`config.mk`:
```
export PLATFORM = sky130hd
export DESIGN_NAME = mfre_merge
export DESIGN_NICKNAME = d
export VERILOG_FILES = /design/src/rtl/core/mfre_pkg.sv /design/src/rtl/core/mfre_merge.sv
export SDC_FILE = /design/constraint.sdc
export NUM_CORES = 1
export LEC_CHECK = 0
export BUFFER_PORTS_ARGS = -buffer_cell sky130_fd_sc_hd__buf_2
export CORE_ASPECT_RATIO = 1.1
export CORE_MARGIN = 2
export CORE_UTILIZATION = 35
export DETAILED_ROUTE_END_ITERATION = 12
export PLACE_DENSITY = 0.66
export SYNTH_ARGS = -nofsm -noshare
export SYNTH_HDL_FRONTEND = slang
export SYNTH_SLANG_ARGS = --single-unit
```
`constraint.sdc`:
```
create_clock -name vclk -period 1.8
set_clock_uncertainty 0.05 [all_clocks]
set_input_delay 0.18 -clock vclk [all_inputs]
set_output_delay 0.18 -clock vclk [all_outputs]
set_load 0.1 [all_outputs]
```
`src/rtl/core/mfre_pkg.sv`:
```
// Package of the monochrome framebuffer raster engine: geometry, widths,
// request codes, sequencer states and the merge control struct. No dependencies.
`timescale 1ns / 1ps

package mfre_pkg;

  localparam int WORDS_PER_ROW = 20;
  localparam int SCREEN_WORDS  = 8000;

  localparam int DATA_W  = 32;
  localparam int REQ_W   = 3;
  localparam int X_W     = 10;
  localparam int Y_W     = 9;
  localparam int END_W   = 10;
  localparam int WADDR_W = 13;
  localparam int COUNT_W = 13;
  localparam int OFF_W   = 5;
  localparam int WIDX_W  = X_W - OFF_W;

  localparam int ADDR_W = $clog2(SCREEN_WORDS);
  localparam int LIN_MAX = (1 << END_W) * WORDS_PER_ROW + (1 << WIDX_W);
  localparam int LIN_W_RAW = $clog2(LIN_MAX);
  localparam int LIN_W = (LIN_W_RAW > WADDR_W) ? LIN_W_RAW : WADDR_W + 1;

  typedef enum logic [REQ_W-1:0] {
    REQ_FILL_ONES  = 3'd0,
    REQ_FILL_ZEROS = 3'd1,
    REQ_PIXEL      = 3'd2,
    REQ_VLINE      = 3'd3,
    REQ_SPAN       = 3'd4,
    REQ_READ       = 3'd5
  } req_t;

  typedef enum logic [2:0] {
    ST_CLEAR,
    ST_IDLE,
    ST_FILL,
    ST_FETCH,
    ST_MERGE,
    ST_DONE
  } state_t;

  typedef struct packed {
    req_t             op;
    logic [OFF_W-1:0] x_off;
    logic [OFF_W-1:0] e_off;
    logic             first;
    logic             last;
    logic             multi;
    logic             color;
  } merge_ctl_t;

endpackage

```
`src/rtl/core/mfre_merge.sv`:
```
// Word merge unit: builds the pixel, line or span mask and merges it into
// the fetched word. Depends on mfre_pkg.
`timescale 1ns / 1ps

module mfre_merge (
  input  mfre_pkg::merge_ctl_t          ctl,
  input  logic [mfre_pkg::DATA_W-1:0]   old_word,
  output logic [mfre_pkg::DATA_W-1:0]   new_word
);

  localparam logic [mfre_pkg::DATA_W-1:0] ONES = '1;
  localparam logic [mfre_pkg::DATA_W-1:0] MSB_BIT = {1'b1, {(mfre_pkg::DATA_W-1){1'b0}}};

  logic [mfre_pkg::DATA_W-1:0] bit_mask;
  logic [mfre_pkg::DATA_W-1:0] head_mask;
  logic [mfre_pkg::DATA_W-1:0] tail_mask;
  logic [mfre_pkg::DATA_W-1:0] span_mask;

  always_comb begin
    bit_mask  = MSB_BIT >> ctl.x_off;
    head_mask = ONES >> ctl.x_off;
    tail_mask = ONES >> ctl.e_off;
    priority if (!ctl.multi) begin
      span_mask = head_mask ^ tail_mask;
    end else if (ctl.first) begin
      span_mask = head_mask;
    end else if (ctl.last) begin
      span_mask = ~tail_mask;
    end else begin
      span_mask = ONES;
    end

    case (ctl.op)
      mfre_pkg::REQ_PIXEL: new_word = (old_word & ~bit_mask) | (ctl.color ? bit_mask : '0);
      mfre_pkg::REQ_VLINE: new_word = old_word | bit_mask;
      mfre_pkg::REQ_SPAN:  new_word = old_word | span_mask;
      default:             new_word = old_word;
    endcase
  end

endmodule

```
== After elaboration in Yosys (flattened, before gate mapping) ==
Index checks and enable logic that the tools add are counted.
Word-level totals
  output and inout port bits: 32
  flip-flop bits (word level): 0
  input bits: 49
Cells by class
  muxes and demuxes: 5
  bitwise gates (word level): 7
  shift operators: 3
  eq/ne operators: 3
Operators with widths (count)
  $mux 32: 4
  $or 32x32->32: 3
  $pmux 32 s3: 1
  $shr 32x5->32 const A: 3
  $not 32->32: 2
  $and 32x32->32: 1
  $xor 32x32->32: 1
  $eq 3x2->1 const B: 2
  $eq 3x3->1 const B: 1

== Depth between registers and ports, before layout ==
  word-level depth: 7
  mapped depth: 7
  gate-level depth less buffers: 5

== Least setup slack after synthesis ==
OpenSTA, ideal clock, no wires.
  path type: in2out
  from: in ctl[14] (netlist name)
  to: out new_word[16] (netlist name)
  slack: -1.571 ns
  cell stages on the path: 5
  arrival: 3.141 ns
  data required time: 1.570 ns
  path through: buf_2 -> or3b_1 -> buf_2 -> buf_2 -> o21ai_0
Between the ends
  word-level cells in the longest chain between the ends: 2
RTL lines
  start: declaration: line mfre_merge.sv:6  | input mfre_pkg::merge_ctl_t ctl,
  $eq 3x3->1 / $eq 3x2->1 (equally long branches): line mfre_merge.sv:33  | case (ctl.op)
  $pmux 32 s3 (*): line mfre_merge.sv:33
  end: declaration: line mfre_merge.sv:8  | output logic [mfre_pkg::DATA_W-1:0] new_word
Every way passes the cells marked *; elsewhere a longest branch is shown, timed or not.

== Final worst setup path ==
  from: in ctl[6] (netlist name)
  to: out new_word[12] (netlist name)
Between the ends
  word-level cells in the longest chain between the ends: 7
RTL lines
  $shr 32x5->32 (*): line mfre_merge.sv:22  | tail_mask = ONES >> ctl.e_off;
  $not 32->32: line mfre_merge.sv:28  | span_mask = ~tail_mask;
  $mux 32: line mfre_merge.sv:27  | end else if (ctl.last) begin
  $mux 32: line mfre_merge.sv:25  | end else if (ctl.first) begin
  $mux 32 (*): line mfre_merge.sv:23  | priority if (!ctl.multi) begin
  $or 32x32->32 (*): line mfre_merge.sv:36  | mfre_pkg::REQ_SPAN: new_word = old_word | span_mask;
  $pmux 32 s3 (*): line mfre_merge.sv:33
Marked as above.

==> impl.org <==
** Place
- In this run the tool buffered the top-level ports with 81 buffer cells.
- The congestion estimate from routability-driven global placement came to 1.037.
- Inst Count DP :: 604
- Summed over all nets, the half-perimeter wirelength after detailed placement is 9.564 mm.
- Post-detailed-placement cell area :: 0.004293 mm²

** Cells and area
- The finished layout holds 623 standard cells, fillers aside.
- Antenna fix cells :: 0
- The sequential cells in the finished layout cover a total of 0 µm².
- Nets :: 594
- Clock Buffer Count :: 0
- Layout-stage area growth over the synthesis result :: 132.5%
- Final sequential cell count :: 0
- After routing the design area is 0.005122 mm².
- Share of final-layout standard cells stronger than drive strength 1 :: 65.19%

** Drt
- Count of nets left with antenna violations after detail routing :: 0
- Detailed routing inserted a total of 3938 vias.
- Wire length reported by the detailed router :: 13.69 mm
- The first detailed-routing pass ran for 5 iterations.
- After detailed routing, the number of vias per cell comes to 6.321.
- Initial DRC count :: 330
- After detailed routing, the average wire length per cell comes to 21.97 µm.
- For this run, design rule violations remaining after detail routing come to 0.

** Worst setup path
- Signal arrival time at the worst endpoint :: 1.68 ns
- Setup crit start :: ctl[6]
- STA classifies the critical path endpoint as an output port.
- Critical Path RT :: 1.57 ns
- Critical-path maximum fanout :: 19
- By startpoint and endpoint, the worst setup path is classified as in -> out.
- The worst setup path is launched from an input pin.

** Timing
- For this run, the top clock speed supported by timing is 522.7 MHz.
- Final setup margin :: -0.1130 ns
- Worst slew margin :: 74.63%
- Setup repair after global routing could not meet its margin everywhere.
- The max-slew violation count came to 0.
- The worst path uses 106.3% of the clock period.
- Post-Route Hold Slack :: 0.6970 ns
- The final-report hold violation count is 0.
- Subtracting the final worst setup slack from the clock period gives 1.913 ns.
- Least-Margin Pin Slew :: 0.3765 ns
- Setup violations remaining at the end of the flow were counted as 14.

** Die
- Measured along the y axis, the die boundary spans 87.22 µm.
- Area of the core :: 0.006118 mm²
- Number of placed I/O pins :: 81
- The floorplan has 30 rows.
- Die area :: 0.006947 mm²
- Once the floorplan was initialized, standard cells occupied 36.01% of the core.
- The floorplan step set the die width to 79.65 µm.

** Global routing
- The first global-routing pass estimated 19.06 mm of wire.
- The via count of the first global-routing pass was 3630.
- The number of antenna violations at the first check in global routing was 0.
- Maximum number of pins on one net before global-route repair :: 23
- The total overflow left after global routing is 0.
- Global-route usage over all layers :: 35.25%

** Power and ir drop
- Portion of total power attributed to the clock network :: 0%
- Combinational group share of total power :: 100.0%
- For this design the static power due to leakage is 2.025 nW.
- The analysis attributes to net switching a power of 0.0009904 W.
- Switching Share :: 58.45%
- The worst-case IR drop observed on VDD is 0.2339 mV.
- Power share of the sequential group :: 0%
- Cell internal power was estimated by the tool at 0.0007039 W.
- Dividing total power by cell area gives a power density of 330.8 mW/mm².

** Yosys
- Post-synth top area share :: 11.58%
- Cell types with the largest area share after synthesis :: sky130_fd_sc_hd__o21ai_0, sky130_fd_sc_hd__nand2_1, sky130_fd_sc_hd__xor2_1
- Netlist area before placement :: 0.002203 mm²
- sky130_fd_sc_hd__o21ai_0 takes more of the synthesized area than any other cell.
- Synthesized instance count :: 363
- Number of different library cells in the post-synthesis netlist :: 55
- Averaged over all synthesized cells, the footprint is 6.070 µm².
- The number of nets in the synthesized netlist is 412.
- The share of the Yosys chip area taken by registers is 0%.
- Number of warnings reported in the yosys synthesis log :: 0

** Hold path
- The worst hold path terminates at new_word[11].
- The min-delay analysis places its worst path in the category in -> out.
- Hold path cells :: 4
- Hold wc startpoint :: old_word[11]

** Run
- Max-cap violations in this run came to 0.

** Status
- The run finished, with violations left.
- Failing checks :: setup timing
per-layer routing:
layer / track usage [%] / up-vias / share of wire [%]
li1: - / 1723 / -
met1: 44.13 / 1864 / 38
met2: 60.81 / 288 / 49
met3: 4.149 / 63 / 7.4
met4: 14.58 / 0 / 5.2
met5: 0 / - / 0
placed cells by master, fill, tap and decap left out, drive strengths merged, types with 2 or more instances in the layout:
cell type | synthesis | layout
a211o | 5 | 5
a211oi | 4 | 4
a21o | 6 | 6
a21oi | 20 | 20
a221oi | 7 | 7
a22oi | 4 | 4
a31oi | 4 | 4
a32oi | 3 | 3
and2 | 9 | 10
and2b | 3 | 3
and3 | 2 | 2
buf | 28 | 211
clkbuf | 8 | 3
inv | 2 | 2
mux2 | 3 | 3
mux2i | 5 | 5
nand2 | 51 | 51
nand2b | 4 | 4
nand3 | 7 | 7
nand4 | 4 | 4
nor2 | 22 | 22
nor2b | 7 | 7
nor3 | 8 | 8
nor3b | 2 | 2
o2111ai | 5 | 5
o211ai | 13 | 13
o21a | 2 | 2
o21ai | 57 | 57
o21bai | 2 | 2
o221ai | 9 | 9
o22ai | 4 | 4
o31ai | 4 | 4
or2 | 5 | 5
or3 | 6 | 6
xnor2 | 14 | 14
xor2 | 15 | 15
timing repair:
| item | in CTS | in global routing |
|---|---|---|
| endpoints found under the setup margin | 32 | 32 |
| gates resized for setup | 79 | 98 |
| hold endpoints to repair | 0 | 0 |
| cloned | 1 | 3 |
| setup buffers | 9 | 7 |
| pin swaps | 27 | 34 |
| hold buffers | 0 | 0 |
stage by stage:
stage	setup WS (ns)	TNS [ns]	utilization, %	total power, W
2_1_floorplan	-0.7912	-7.071	-	0.0008906
3_3_place_gp	-0.1968	-2.265	70.16	0.001442
3_5_place_dp	-0.2130	-2.899	70.16	0.001455
4_1_cts	-0.06547	-0.3568	75.99	0.001547
5_1_grt	-0.2032	-1.775	83.72	0.001754
6_report	-0.1130	-0.7391	83.72	0.001694
critical path: stages:
cell                       delay, ns
sky130_fd_sc_hd__buf_2          0.09
sky130_fd_sc_hd__buf_6          0.19
sky130_fd_sc_hd__o21ai_0        0.12
sky130_fd_sc_hd__buf_4          0.16
sky130_fd_sc_hd__xor2_1         0.17
sky130_fd_sc_hd__a211oi_1       0.29
sky130_fd_sc_hd__buf_4          0.17
sky130_fd_sc_hd__o221ai_4       0.11
sky130_fd_sc_hd__buf_12         0.18
power groups by stage:
stage / Clock [W] / Sequential (W) / Combinational (W)
6_report: 0 / 0 / 0.00169
5_1_grt: 0 / 0 / 0.00175
4_1_cts: 0 / 0 / 0.00155
3_5_place_dp: 0 / 0 / 0.00145
3_3_place_gp: 0 / 0 / 0.00144
2_1_floorplan: 0 / 0 / 0.000891
area by class of cell:
type                       count  area (µm²)
timing repair buffer         215        2160
tap                           80       100.1
multi-input combinational    326        2855
fill                         364       996.0
inverter                       2       7.507
worst max path at each step:
stage	to
6_report	new_word[12]
2_1_floorplan	new_word[23]
4_1_cts	new_word[31]
3_3_place_gp	new_word[30]
5_1_grt	new_word[12]
3_5_place_dp	new_word[31]
synthesized netlist by cell type, types with 3 or more instances:
master	instances
sky130_fd_sc_hd__clkbuf_1	8
sky130_fd_sc_hd__o211ai_1	13
sky130_fd_sc_hd__nand2_1	51
sky130_fd_sc_hd__o2111ai_1	5
sky130_fd_sc_hd__mux2_2	3
sky130_fd_sc_hd__a31oi_1	4
sky130_fd_sc_hd__and2_1	7
sky130_fd_sc_hd__or3_1	6
sky130_fd_sc_hd__xor2_1	15
sky130_fd_sc_hd__and2b_1	3
sky130_fd_sc_hd__buf_2	25
sky130_fd_sc_hd__a21o_1	6
sky130_fd_sc_hd__nor3_1	7
sky130_fd_sc_hd__or2_2	4
sky130_fd_sc_hd__o31ai_1	4
sky130_fd_sc_hd__nor2_1	20
sky130_fd_sc_hd__a22oi_1	4
sky130_fd_sc_hd__o221ai_1	9
sky130_fd_sc_hd__xnor2_1	14
sky130_fd_sc_hd__mux2i_1	5
sky130_fd_sc_hd__nand3_1	7
sky130_fd_sc_hd__a21oi_1	19
sky130_fd_sc_hd__o21ai_1	6
sky130_fd_sc_hd__o21ai_0	51
sky130_fd_sc_hd__a211o_1	5
sky130_fd_sc_hd__nand4_1	4
sky130_fd_sc_hd__a32oi_1	3
sky130_fd_sc_hd__o22ai_1	4
sky130_fd_sc_hd__nor2b_1	7
sky130_fd_sc_hd__a211oi_1	4
sky130_fd_sc_hd__nand2b_1	4
sky130_fd_sc_hd__a221oi_1	7
cell families after synthesis:
kind of cell,after synthesis,share of synthesized area (%)
compound gates,155,46.11
simple gates,133,30.32
buf+inv,38,8.233
xor+xnor,29,11.53
mux,8,3.805
No activity file was read; power rests on OpenSTA's default activity.
